**config.mk**
```make
export PLATFORM = sky130hd
export DESIGN_NAME = base64_strict_line_decoder_top
export DESIGN_NICKNAME = d
export VERILOG_FILES = /design/src/rtl/core/b64sld_pkg.sv /design/src/rtl/core/base64_strict_line_decoder_top.sv /design/src/rtl/core/b64sld_step.sv
export VERILOG_INCLUDE_DIRS = /design/src /design/src/rtl/core
export SDC_FILE = /design/constraint.sdc
export NUM_CORES = 1
export LEC_CHECK = 0
export ABC_CLOCK_PERIOD_IN_PS = 8650
export BUFFER_PORTS_ARGS = -buffer_cell sky130_fd_sc_hd__buf_2
export CAP_MARGIN = 40
export CORE_MARGIN = 3
export CORE_UTILIZATION = 40
export DETAILED_ROUTE_END_ITERATION = 10
export PLACE_DENSITY = 0.59
export SLEW_MARGIN = 20
export SYNTH_ARGS = -nofsm -noshare
export SYNTH_HDL_FRONTEND = slang
export SYNTH_SLANG_ARGS = --single-unit
```
**constraint.sdc**
```tcl
create_clock -name clk -period 8.65 [get_ports clk]
set_input_delay 0.4325 -clock clk [delete_from_list [all_inputs] [get_ports clk]]
set_output_delay 0.4325 -clock clk [all_outputs]
set_load 0.05 [all_outputs]
```
**src/rtl/core/base64_strict_line_decoder_top_defines.svh**
```systemverilog
// Assertion macros for the strict base64 line decoder.
// Used at the end of base64_strict_line_decoder_top; expects clk and rst_n in scope.
`ifndef BASE64_STRICT_LINE_DECODER_TOP_DEFINES_SVH
`define BASE64_STRICT_LINE_DECODER_TOP_DEFINES_SVH

// Same-cycle implication, disabled while in reset
`define B64SLD_ASSERT_NOW(label, ante, cons, msg) \
    label: assert property (@(posedge clk) disable iff (!rst_n) (ante) |-> (cons)) \
        else $error(msg);

// Next-cycle implication, disabled while in reset
`define B64SLD_ASSERT_NEXT(label, ante, cons, msg) \
    label: assert property (@(posedge clk) disable iff (!rst_n) (ante) |=> (cons)) \
        else $error(msg);

`endif

```
**src/rtl/core/b64sld_pkg.sv**
```systemverilog
// Shared types, constants and the alphabet lookup for the strict base64 line decoder.
// No dependencies; used by b64sld_step and base64_strict_line_decoder_top.
package b64sld_pkg;

    localparam int MAX_LINE_GROUPS     = 63;
    localparam int LINE_COUNT_BITS     = 32;
    localparam int GROUPS_BITS         = 6;
    localparam int CHARS_BITS          = 8;
    localparam int LINE_NUMBER_BITS    = 32;

    localparam logic [7:0] NEWLINE    = 8'h0a;
    localparam logic [7:0] PAD_CHAR   = 8'h3d;
    localparam logic [7:0] BAD_SYMBOL = 8'hff;

    localparam logic [GROUPS_BITS-1:0] GROUPS_RESET = GROUPS_BITS'(19);
    localparam logic [CHARS_BITS-1:0]  LINE_CHARS_LIMIT =
        CHARS_BITS'(4 * MAX_LINE_GROUPS);
    localparam logic [LINE_COUNT_BITS-1:0] LINE_COUNT_MAX = '1;

    // Result kinds
    localparam logic [1:0] KIND_DATA  = 2'd0;
    localparam logic [1:0] KIND_DONE  = 2'd1;
    localparam logic [1:0] KIND_ERROR = 2'd2;

    // Pad counts
    localparam logic [1:0] PAD_NONE = 2'd0;
    localparam logic [1:0] PAD_ONE  = 2'd1;

    // Position inside a four-character group
    localparam logic [1:0] POS_FIRST  = 2'd0;
    localparam logic [1:0] POS_SECOND = 2'd1;
    localparam logic [1:0] POS_THIRD  = 2'd2;
    localparam logic [1:0] POS_FOURTH = 2'd3;

    // Register indexes
    localparam logic REG_LINE_GROUPS = 1'b0;

    typedef struct packed {
        logic [CHARS_BITS-1:0]      chars_in_line;
        logic [5:0]                 held_bits;
        logic [1:0]                 pad_seen;
        logic [LINE_COUNT_BITS-1:0] line_count;
        logic                       discarding;
    } state_t;

    typedef struct packed {
        logic                        valid;
        logic [1:0]                  kind;
        logic [7:0]                  data;
        logic [LINE_NUMBER_BITS-1:0] line;
    } result_t;

    localparam state_t STATE_RESET = '{
        chars_in_line: '0,
        held_bits:     '0,
        pad_seen:      PAD_NONE,
        line_count:    LINE_COUNT_BITS'(1),
        discarding:    1'b0
    };

    // Standard alphabet; BAD_SYMBOL for anything else
    function automatic logic [7:0] symbol_value(input logic [7:0] c);
        logic [7:0] v;
        begin
            if (c >= 8'h41 && c <= 8'h5a) v = c - 8'h41;
            else if (c >= 8'h61 && c <= 8'h7a) v = c - 8'h61 + 8'd26;
            else if (c >= 8'h30 && c <= 8'h39) v = c - 8'h30 + 8'd52;
            else if (c == 8'h2b) v = 8'h3e;
            else if (c == 8'h2f) v = 8'h3f;
            else v = BAD_SYMBOL;
            return v;
        end
    endfunction

endpackage

```
**src/rtl/core/base64_strict_line_decoder_top.sv**
```systemverilog
// Top level of the strict base64 line decoder: stream state, result register, APB register.
// Depends on b64sld_pkg, b64sld_step and base64_strict_line_decoder_top_defines.svh.
//
// Usage:
//   Input channel (in_valid/in_ready) carries one text byte per transfer with an
//   end_of_input flag on the last byte of a stream. Output channel (out_valid/out_ready)
//   carries at most one result per input byte: a decoded data byte, a done marker, or
//   a format error with the 1-based line number.
//   Results are registered: a result appears on the output the cycle after its byte is
//   taken. Throughput is one byte per cycle while out_ready stays high, set by
//   the single decode stage between the stream state and the result register.
//   in_ready stays high while the result register is empty or being drained, so a
//   stalled receiver holds the current result and blocks new bytes only for as long
//   as out_ready is low. The user must write the line group count over APB at address
//   0 only while the stream is idle; the block does not enforce this. Reset clears the
//   stream state (line 1, no held bits), empties the result register and sets the line
//   group count to 19. After an error, bytes are dropped through the next end-flagged
//   byte, then decoding starts over.
module base64_strict_line_decoder_top (
    input  logic        clk,
    input  logic        rst_n,
    // byte input
    input  logic        in_valid,
    output logic        in_ready,
    input  logic [7:0]  in_byte,
    input  logic        end_of_input,
    // result output
    output logic        out_valid,
    input  logic        out_ready,
    output logic [1:0]  result_kind,
    output logic [7:0]  out_byte,
    output logic [31:0] line_number,
    // register port
    input  logic        psel,
    input  logic        penable,
    input  logic        pwrite,
    input  logic [2:0]  paddr,
    input  logic [31:0] pwdata,
    output logic [31:0] prdata,
    output logic        pready
);

    `include "base64_strict_line_decoder_top_defines.svh"

    b64sld_pkg::state_t  state_reg;
    b64sld_pkg::state_t  state_next;
    b64sld_pkg::result_t step_res;

    logic [b64sld_pkg::GROUPS_BITS-1:0] groups_reg;
    logic [b64sld_pkg::GROUPS_BITS-1:0] groups_eff;
    logic [b64sld_pkg::CHARS_BITS-1:0]  line_limit;

    logic        out_valid_reg;
    logic        out_valid_next;
    logic [1:0]  result_kind_reg;
    logic [7:0]  out_byte_reg;
    logic [31:0] line_number_reg;

    logic in_fire;
    logic cfg_write;

    // Register port
    assign pready    = 1'b1;
    assign cfg_write = psel && penable && pwrite && pready &&
                       (paddr[2] == b64sld_pkg::REG_LINE_GROUPS);
    assign prdata    = (paddr[2] == b64sld_pkg::REG_LINE_GROUPS) ?
                       {{(32 - b64sld_pkg::GROUPS_BITS){1'b0}}, groups_reg} : 32'h0;

    always_ff @(posedge clk or negedge rst_n)
    begin
        if (!rst_n)
            groups_reg <= b64sld_pkg::GROUPS_RESET;
        else if (cfg_write)
            groups_reg <= pwdata[b64sld_pkg::GROUPS_BITS-1:0];
    end

    // Line length in characters; zero groups acts as one
    always_comb
    begin
        groups_eff = groups_reg;
        if (groups_eff == '0)
            groups_eff = b64sld_pkg::GROUPS_BITS'(1);
        if (int'(groups_eff) > b64sld_pkg::MAX_LINE_GROUPS)
            groups_eff = b64sld_pkg::GROUPS_BITS'(b64sld_pkg::MAX_LINE_GROUPS);
    end
    assign line_limit = {groups_eff, 2'b00};

    // Handshake: take a byte whenever the result slot is free or draining
    assign in_ready = !out_valid_reg || out_ready;
    assign in_fire  = in_valid && in_ready;

    b64sld_step u_step (
        .cur          (state_reg),
        .in_byte      (in_byte),
        .end_of_input (end_of_input),
        .line_limit   (line_limit),
        .nxt          (state_next),
        .res          (step_res)
    );

    // Stream state
    always_ff @(posedge clk or negedge rst_n)
    begin
        if (!rst_n)
            state_reg <= b64sld_pkg::STATE_RESET;
        else if (in_fire)
            state_reg <= state_next;
    end

    // Result register
    always_comb
    begin
        out_valid_next = out_valid_reg;
        if (in_fire)
            out_valid_next = step_res.valid;
        else if (out_ready)
            out_valid_next = 1'b0;
    end

    always_ff @(posedge clk or negedge rst_n)
    begin
        if (!rst_n)
            out_valid_reg <= 1'b0;
        else
            out_valid_reg <= out_valid_next;
    end

    always_ff @(posedge clk)
    begin
        if (in_fire && step_res.valid)
        begin
            result_kind_reg <= step_res.kind;
            out_byte_reg    <= step_res.data;
            line_number_reg <= step_res.line;
        end
    end

    assign out_valid   = out_valid_reg;
    assign result_kind = result_kind_reg;
    assign out_byte    = out_byte_reg;
    assign line_number = line_number_reg;

    // Checks
    `B64SLD_ASSERT_NEXT(a_discard_silent, in_fire && state_reg.discarding, !out_valid_reg,
        "byte dropped while discarding produced a result")
    `B64SLD_ASSERT_NOW(a_chars_bounded, 1'b1,
        state_reg.chars_in_line <= b64sld_pkg::LINE_CHARS_LIMIT,
        "character count ran past the longest line")
    `B64SLD_ASSERT_NOW(a_byte_zero, out_valid_reg && result_kind_reg != b64sld_pkg::KIND_DATA,
        out_byte_reg == 8'h00, "non-data result carries a nonzero byte")
    `B64SLD_ASSERT_NEXT(a_done_restarts,
        in_fire && step_res.valid && step_res.kind == b64sld_pkg::KIND_DONE,
        state_reg.line_count == b64sld_pkg::LINE_COUNT_BITS'(1) &&
        state_reg.chars_in_line == '0 && !state_reg.discarding,
        "stream state not restarted after done")

endmodule

```
**src/rtl/core/b64sld_step.sv**
```systemverilog
// Per-byte decode and line checking for the strict base64 line decoder.
// Pure combinational next-state and result logic; depends on b64sld_pkg.
module b64sld_step (
    input  b64sld_pkg::state_t                       cur,
    input  logic [7:0]                               in_byte,
    input  logic                                     end_of_input,
    input  logic [b64sld_pkg::CHARS_BITS-1:0]        line_limit,
    output b64sld_pkg::state_t                       nxt,
    output b64sld_pkg::result_t                      res
);

    logic [1:0] pos;
    logic [7:0] sym;
    logic       fail;
    logic       restart;
    logic [b64sld_pkg::CHARS_BITS-1:0] chars_inc;

    assign pos       = cur.chars_in_line[1:0];
    assign sym       = b64sld_pkg::symbol_value(in_byte);
    assign chars_inc = cur.chars_in_line + b64sld_pkg::CHARS_BITS'(1);

    always_comb
    begin
        nxt       = cur;
        res.valid = 1'b0;
        res.kind  = b64sld_pkg::KIND_DATA;
        res.data  = 8'h00;
        res.line  = b64sld_pkg::LINE_NUMBER_BITS'(cur.line_count);
        fail      = 1'b0;
        restart   = 1'b0;

        if (cur.discarding)
        begin
            // drop bytes until the end-flagged one
            restart = end_of_input;
        end
        else if (in_byte == b64sld_pkg::NEWLINE)
        begin
            if (cur.chars_in_line == '0 || pos != b64sld_pkg::POS_FIRST)
            begin
                fail = 1'b1;
            end
            else if ((cur.pad_seen != b64sld_pkg::PAD_NONE ||
                      cur.chars_in_line < line_limit) && !end_of_input)
            begin
                // short or padded line that is not the last
                fail = 1'b1;
            end
            else if (end_of_input)
            begin
                res.valid = 1'b1;
                res.kind  = b64sld_pkg::KIND_DONE;
                restart   = 1'b1;
            end
            else
            begin
                nxt.chars_in_line = '0;
                nxt.held_bits     = '0;
                if (cur.line_count != b64sld_pkg::LINE_COUNT_MAX)
                    nxt.line_count = cur.line_count + b64sld_pkg::LINE_COUNT_BITS'(1);
            end
        end
        else if (end_of_input || cur.chars_in_line >= line_limit)
        begin
            // missing final newline or overlong line
            fail = 1'b1;
        end
        else if (in_byte == b64sld_pkg::PAD_CHAR)
        begin
            if (pos == b64sld_pkg::POS_THIRD && cur.pad_seen == b64sld_pkg::PAD_NONE)
            begin
                nxt.pad_seen      = b64sld_pkg::PAD_ONE;
                nxt.chars_in_line = chars_inc;
            end
            else if (pos == b64sld_pkg::POS_FOURTH && cur.pad_seen <= b64sld_pkg::PAD_ONE)
            begin
                nxt.pad_seen      = cur.pad_seen + 2'd1;
                nxt.chars_in_line = chars_inc;
            end
            else
            begin
                fail = 1'b1;
            end
        end
        else if (sym == b64sld_pkg::BAD_SYMBOL || cur.pad_seen != b64sld_pkg::PAD_NONE)
        begin
            fail = 1'b1;
        end
        else
        begin
            nxt.chars_in_line = chars_inc;
            res.valid         = 1'b1;
            // splice held bits with the new sextet
            case (pos)
                b64sld_pkg::POS_FIRST:
                begin
                    nxt.held_bits = sym[5:0];
                    res.valid     = 1'b0;
                end
                b64sld_pkg::POS_SECOND:
                begin
                    res.data      = {cur.held_bits, sym[5:4]};
                    nxt.held_bits = {2'b00, sym[3:0]};
                end
                b64sld_pkg::POS_THIRD:
                begin
                    res.data      = {cur.held_bits[3:0], sym[5:2]};
                    nxt.held_bits = {4'b0000, sym[1:0]};
                end
                default:
                begin
                    res.data      = {cur.held_bits[1:0], sym[5:0]};
                    nxt.held_bits = '0;
                end
            endcase
        end

        // error result, then restart or discard to end of stream
        if (fail)
        begin
            res.valid = 1'b1;
            res.kind  = b64sld_pkg::KIND_ERROR;
            res.data  = 8'h00;
            if (end_of_input)
                restart = 1'b1;
            else
                nxt.discarding = 1'b1;
        end

        if (restart)
            nxt = b64sld_pkg::STATE_RESET;
    end

endmodule

```
==> impl_metrics.json, run 1 <==
{
  "outcome": "finished, final reports clean",
  "vias_in_the_first_global_route": 4204,
  "floorplan.initialDensity_pct": 41.9,
  "drv.max_cap_violation_count": 0,
  "achievable-frequency_mhz": 281,
  "drt-pass1-iter-count": 4,
  "number_of_enable_flip_flop_cells_after_synthesis": 42,
  "cts_buf_count": 9,
  "grt_setup_unrepaired": "no",
  "maxSlewHeadroom_pct": 49.7,
  "gp_congestion": 0.879,
  "cts_setup_buffers": 0,
  "yosys_warns": 0,
  "worst_pin_slew_ns": 0.753,
  "power_density_nw_per_um2": 197,
  "synth.yosys.seq_area_share_pct": 47.0,
  "grt.overflow.total": 0,
  "core_area_um2": 13600,
  "fin_worst_skew_ns": 0.00663,
  "grt_start_max_net_pins": 57,
  "ys_seq_elements": 98,
  "num_rows": 42,
  "ys_dominant_reg_cell": "sky130_fd_sc_hd__dfrtp_1",
  "met3_length_um": 559,
  "cts_repair_resize_count": 0,
  "grt_usage_pct": 15.8,
  "clock_tree_from_tritoncts": "done",
  "ctsLongestPathBuffers": 2,
  "dieHeight_um": 125,
  "timing.critical_path.max_delay_family": "compound AO/OA/AOI/OAI gates",
  "cts.clk_slew.worst_paths_ns": 0.06,
  "syn_inst": 559,
  "port-buffer-count": 72,
  "ant_nets": 0,
  "route.vias.total": 4524,
  "totalNegativeSetupSlack_ns": 0,
  "drt_initial_violations": 281,
  "crit_start": "in_byte[2]",
  "setup.worst_path.end_class": "flop",
  "critPathMaxStageDelay_ns": 0.66,
  "timing.setup.critical_path_class": "input port to flop",
  "grt_pass1_wl_mm": 20.7,
  "clkLatencyLatePin_ns": 0.34,
  "critical-path-slowest-cell": "sky130_fd_sc_hd__nor3b_1",
  "final-max-slew-violation-count": 0,
  "synth.lib_cells_used.distinct": 67,
  "async_flop_share_pct": 57.1,
  "worstPathCellList": "buf_2, inv_1, ha_1, a21oi_1, nor3b_1, o22ai_1, o311ai_0, a221o_1, and2_2, buf_16",
  "grt_antenna_before_repair": 0,
  "die_area_um2": 15700,
  "final.period_utilization_pct": 41.1,
  "wl_met2_mm": 6.34,
  "post_layout_nonfiller_instances": 805,
  "peakVddDrop_mv": 0.0929,
  "h-tree-depth": 3,
  "post_cts_hold_buffer_count": 0,
  "antennaDiodeCount": 0,
  "worst_ep_required_time_ns": 8.69,
  "crit_buf_inv": 3,
  "wl_mm": 12.6,
  "cp_max_fo": 24,
  "final_core_utilization_pct": 47.2,
  "critical_path.startpoint_type": "input port",
  "fin_nets": 697,
  "netlist_area_um2": 5680,
  "dr.max_layer_used": "met4",
  "area_delta_synth_final_pct": 12.6,
  "tritoncts_num_sinks": 98,
  "critical_path.reg2reg.startpoint": "state_reg[41]",
  "num_io_pins": 128,
  "drt-wirelength-per-cell_um": 15.6,
  "met1_length_mm": 5.52,
  "largest_register_ffs": 49,
  "min_path_type": "input port to async pin",
  "floorplan.die.width_um": 125,
  "period_needed_ns": 3.56,
  "setup_viol_count_final": 0,
  "placed_cells": 788,
  "critical_path_arrival_ns": 3.60,
  "final_layout_size_suffix_gt1_share_pct": 19.7,
  "post_synth.cell_area_avg_um2": 10.2,
  "routed_via_density": 5.62,
  "finalHoldViolCount": 0,
  "dp.final_hpwl_mm": 9.22,
  "drc_errors": 0,
  "ctsRootBufferMaster": "sky130_fd_sc_hd__clkbuf_16",
  "power.leakage_nw": 2.64
}
==> layout by cell type, fill, tap and decap left out, types with 4 or more instances in the layout <==
| cell | synthesis | routed |
|---|---|---|
| sky130_fd_sc_hd__a211oi_1 | 4 | 4 |
| sky130_fd_sc_hd__a21oi_1 | 38 | 38 |
| sky130_fd_sc_hd__a221oi_1 | 4 | 4 |
| sky130_fd_sc_hd__a22oi_1 | 4 | 4 |
| sky130_fd_sc_hd__a32o_1 | 5 | 5 |
| sky130_fd_sc_hd__and2_1 | 5 | 4 |
| sky130_fd_sc_hd__and3_1 | 14 | 14 |
| sky130_fd_sc_hd__buf_2 | 5 | 72 |
| sky130_fd_sc_hd__buf_4 | 29 | 4 |
| sky130_fd_sc_hd__clkbuf_16 | 0 | 9 |
| sky130_fd_sc_hd__conb_1 | 2 | 27 |
| sky130_fd_sc_hd__dfrtp_1 | 52 | 52 |
| sky130_fd_sc_hd__dfstp_2 | 4 | 4 |
| sky130_fd_sc_hd__edfxtp_1 | 42 | 42 |
| sky130_fd_sc_hd__ha_1 | 22 | 22 |
| sky130_fd_sc_hd__inv_1 | 28 | 28 |
| sky130_fd_sc_hd__mux2_2 | 11 | 11 |
| sky130_fd_sc_hd__mux2i_1 | 7 | 7 |
| sky130_fd_sc_hd__nand2_1 | 33 | 33 |
| sky130_fd_sc_hd__nand2b_1 | 5 | 5 |
| sky130_fd_sc_hd__nand3_1 | 25 | 25 |
| sky130_fd_sc_hd__nand4_1 | 15 | 15 |
| sky130_fd_sc_hd__nor2_1 | 38 | 38 |
| sky130_fd_sc_hd__nor2b_1 | 4 | 4 |
| sky130_fd_sc_hd__nor3_1 | 8 | 8 |
| sky130_fd_sc_hd__o211a_1 | 4 | 4 |
| sky130_fd_sc_hd__o211ai_1 | 6 | 6 |
| sky130_fd_sc_hd__o21a_1 | 5 | 5 |
| sky130_fd_sc_hd__o21ai_0 | 24 | 24 |
| sky130_fd_sc_hd__o311ai_0 | 6 | 6 |
| sky130_fd_sc_hd__o31ai_1 | 9 | 9 |
| sky130_fd_sc_hd__or2_2 | 4 | 4 |
| sky130_fd_sc_hd__or3_1 | 14 | 14 |
| sky130_fd_sc_hd__or4_1 | 13 | 13 |
==> power breakdown <==
part           leakage [nW]  switching [mW]  internal (mW)
clock network         0.121           0.165          0.192
logic                  1.38           0.233          0.102
registers              1.14          0.0294          0.535
==> synthesized netlist by cell type (all sizes together), types with 5 or more instances <==
master / number / share of area, %
dfrtp: 52 / 23
edfxtp: 42 / 22
a21oi: 39 / 3.5
nor2: 38 / 2.5
buf: 35 / 4.3
nand2: 33 / 2.2
inv: 28 / 1.9
nand3: 25 / 2.2
o21ai: 24 / 2.1
ha: 22 / 4.8
nand4: 15 / 1.7
and3: 14 / 1.5
clkbuf: 14 / 0.93
or3: 14 / 1.5
or4: 14 / 1.9
mux2: 11 / 2.2
nor3: 9 / 0.88
o31ai: 9 / 1.2
mux2i: 7 / 1.2
o211ai: 7 / 1.0
and2: 6 / 0.66
o311ai: 6 / 0.93
a32o: 5 / 0.88
nand2b: 5 / 0.55
o21a: 5 / 0.66
==> per-stage QoR <==
step,worst slack [ns],power [mW],hold WS (ns),area [µm²]
2_1_floorplan,4.83,0.835,0.137,5770
3_3_place_gp,4.66,0.900,0.473,6070
3_5_place_dp,4.75,0.909,0.484,6110
4_1_cts,5.10,1.27,0.263,6380
5_1_grt,4.71,1.32,0.0621,6400
6_report,5.09,1.26,0.0485,6400
==> metal layers <==
metal	global-route usage, %	up-vias
met5	0	-
met4	4.66	0
met3	2.60	12
met2	27.2	118
met1	20.5	2202
li1	-	2192
==> worst paths after layout <==
kind	to	slack [ns]	depth (start not counted)
worst max-delay path	line_number[6]	5.09	10
worst min-delay path	state_reg[36]	0.05	2
worst max register to register	line_number[6]	5.23	7
worst min register to register	line_number[16]	0.50	0
max in group asynchronous	groups_reg[4]	8.05	3
min in group clk	groups_reg[0]	0.32	2
==> worst register-to-register path: cells and delay by family (launching register included) <==
kind            cells  cell delay, ns
compound gates      3            1.02
fa+ha+maj           1            0.61
buf+inv             1            0.25
flops               1            0.40
simple gates        2            0.89
==> cells by family after synthesis <==
kind of cell,count (synthesis),share of synthesized area [%]
other,2,0.132
muxes,18,3.42
buffers and inverters,77,7.12
adders and majority gates,22,4.85
DFF,98,47.0
AOI/OAI and AO/OA,139,17.5
and+or+nand+nor,198,19.2
xor gates and xnor gates,5,0.771
==> cell type report <==
| type | count | area, µm² |
|---|---|---|
| Timing Repair Buffer | 78 | 438 |
| Sequential cell | 98 | 2670 |
| Multi-Input combinational cell | 409 | 2700 |
| Tap cell | 176 | 220 |
| Clock inverter | 6 | 35.0 |
| Clock buffer | 10 | 229 |
| Inverter | 28 | 105 |
| Fill cell | 1306 | 7160 |
No activity file was read; power rests on OpenSTA's default activity.
==> run 2: changes to the inputs <==
Settings changed: ABC_CLOCK_PERIOD_IN_PS 8650 to 3200, PLACE_DENSITY 0.59 to 0.61.
Clock period 8.65 ns to 3.2 ns, I/O delays scaled along.
==> run 2 against run 1 <==
Compared with the run above:
- non-clock buffer count increased by 11
- clock-buffer cell count unchanged
- power increased to 2.8 times the previous value
- via count increased by 1.2%
- register-to-register slack got worse by 5.0 ns
- clock skew increased by 0.0039 ns
- first-iteration DRC count increased by 54%
- cell count increased by 1.5%
- cell area increased by 1.8%
- worst setup slack got worse by 4.9 ns
- highest routed layer unchanged
==> impl_metrics.json, run 2 (same netlist as run 1, synthesis figures left out) <==
{
  "outcome": "finished, final reports clean",
  "fill_cells": 1258,
  "drt_initial_violations": 434,
  "port-buffer-count": 72,
  "setup.worst_path.end_class": "flop",
  "route.vias.total": 4579,
  "cts.clk_slew.worst_paths_ns": 0.07,
  "grt.overflow.total": 0,
  "grt_start_max_net_pins": 29,
  "critical-path-slowest-cell": "sky130_fd_sc_hd__dfstp_2",
  "h-tree-depth": 3,
  "routed_via_density": 5.60,
  "dp.final_hpwl_mm": 9.69,
  "worst_pin_slew_ns": 0.763,
  "power_density_nw_per_um2": 545,
  "final_critical_path_setup_slack_ns": 0.186,
  "clkLatencyLatePin_ns": 0.34,
  "dieHeight_um": 125,
  "critPathMaxStageDelay_ns": 0.54,
  "ctsLongestPathBuffers": 2,
  "critical_path.startpoint_type": "flop",
  "cts_setup_buffers": 0,
  "grt_usage_pct": 16.8,
  "pre_cts_ws_ns": 0.122,
  "wl_mm": 13.4,
  "die_area_um2": 15700,
  "grt_setup_unrepaired": "no",
  "fin_worst_skew_ns": 0.0105,
  "ctsRootBufferMaster": "sky130_fd_sc_hd__clkbuf_16",
  "tritoncts_num_sinks": 98,
  "timing.setup.critical_path_class": "flop to flop",
  "final-max-slew-violation-count": 0,
  "floorplan.initialDensity_pct": 41.9,
  "antennaDiodeCount": 0,
  "maxSlewHeadroom_pct": 49.0,
  "core_area_um2": 13600,
  "gp_congestion": 0.861,
  "worstPathCellList": "nor3_1, a31o_2, ha_1, a21bo_2, a21oi_1, o211a_1, o311ai_0, buf_4, a221o_1, and2_2, buf_4",
  "final_layout_size_suffix_gt1_share_pct": 21.5,
  "ant_nets": 0,
  "totalNegativeSetupSlack_ns": 0,
  "floorplan.die.width_um": 125,
  "num_rows": 42,
  "min_path_type": "input port to flop",
  "largest_register_ffs": 49,
  "finalHoldViolCount": 0,
  "cts_buf_count": 9,
  "final.period_utilization_pct": 94.2,
  "drt-pass1-iter-count": 5,
  "drv.max_cap_violation_count": 0,
  "period_needed_ns": 3.01,
  "drc_errors": 0,
  "setup_viol_count_final": 0,
  "worst_ep_required_time_ns": 3.29,
  "grt_antenna_before_repair": 0,
  "mostFrequentLayoutCells": "sky130_fd_sc_hd__buf_2, sky130_fd_sc_hd__dfrtp_1, sky130_fd_sc_hd__edfxtp_1",
  "critPathMostFrequentCell": "sky130_fd_sc_hd__buf_4",
  "cts_repair_resize_count": 0,
  "cp_max_fo": 14,
  "drt-wirelength-per-cell_um": 16.4,
  "power.leakage_nw": 2.71,
  "achievable-frequency_mhz": 332,
  "fin_nets": 709,
  "peakVddDrop_mv": 0.271,
  "area_delta_synth_final_pct": 14.7,
  "num_io_pins": 128,
  "clock_tree_from_tritoncts": "done",
  "grt_pass1_wl_mm": 22.0,
  "critical_path_arrival_ns": 3.10,
  "vias_in_the_first_global_route": 4450,
  "layout.cells.most_common": "sky130_fd_sc_hd__buf_2"
}
==> run 2: cell count changes in the layout (fill, tap and decap cells not counted) <==
| cell | before | now |
|---|---|---|
| sky130_fd_sc_hd__buf_4 | 4 | 15 |
| sky130_fd_sc_hd__clkinv_1 | 3 | 0 |
| sky130_fd_sc_hd__inv_6 | 0 | 2 |
| sky130_fd_sc_hd__a31oi_2 | 0 | 1 |
| sky130_fd_sc_hd__buf_16 | 1 | 0 |
| sky130_fd_sc_hd__bufinv_16 | 0 | 1 |
| sky130_fd_sc_hd__clkinv_4 | 1 | 2 |
| sky130_fd_sc_hd__clkinvlp_4 | 2 | 1 |
| sky130_fd_sc_hd__dlygate4sd3_1 | 0 | 1 |
==> run 2: metrics by stage <==
stage | hold slack [ns] | total power, mW | util, % | area (µm²) | std cells
CTS | 0.0422 | 3.57 | 47.9 | 6500 | 816
global placement | 0.205 | 2.45 | 45.6 | 6190 | 799
finish | 0.0538 | 3.55 | 48.0 | 6510 | 817
detailed placement | 0.219 | 2.47 | 45.6 | 6190 | 799
floorplan | -0.136 | 2.26 | - | 5770 | 584
global route | 0.0479 | 3.73 | 48.0 | 6510 | 817
==> run 2: worst max-delay path, delay by kind of cell, from the launching register on <==
family	cells	cell delay, ns
flops	1	0.54
compound gates	6	1.32
fa+ha+maj	1	0.27
simple gates	2	0.25
buf+inv	2	0.37
==> run 2: final cells by class <==
cell class	count	area [µm²]	share of cell area, %
Timing Repair Buffer	89	503	7.72
Multi-Input combinational cell	410	2710	41.7
Clock buffer	10	229	3.52
Clock inverter	6	72.6	1.11
Inverter	28	105	1.61
Tap cell	176	220	3.38
Sequential cell	98	2670	41.0
==> run 2: power by group <==
part	switching (mW)	internal [mW]	total (mW)
clock network	0.478	0.615	1.09
logic	0.641	0.284	0.926
registers	0.0813	1.45	1.53
==> run 2: final timing paths <==
path	start	end	slack (ns)	cells after the start
min in group asynchronous	rst_n	state_reg[36]	0.37	2
worst min register to register	state_reg[23]	line_number[22]	0.50	0
worst max register to register	groups_reg[1]	out_byte[2]	0.19	11
max in group asynchronous	rst_n	groups_reg[0]	2.07	3
worst max-delay path	groups_reg[1]	out_byte[2]	0.19	11
worst min-delay path	pwdata[5]	groups_reg[5]	0.05	2
==> run 2: what timing repair did <==
| action | in CTS | in global routing |
|---|---|---|
| hold endpoints to repair | 22 | 0 |
| setup endpoints to repair | 0 | 2 |
| hold buffers | 1 | 0 |
==> run 2: metal layers <==
| layer | wire, µm | part of all wire [%] | GRT usage [%] | up-vias |
|---|---|---|---|---|
| li1 | - | - | - | 2217 |
| met1 | 5800 | 43 | 21.1 | 2211 |
| met2 | 6660 | 50 | 28.5 | 132 |
| met3 | 646 | 4.8 | 3.24 | 19 |
| met4 | 268 | 2.0 | 6.44 | 0 |
| met5 | 0 | 0 | 0 | - |
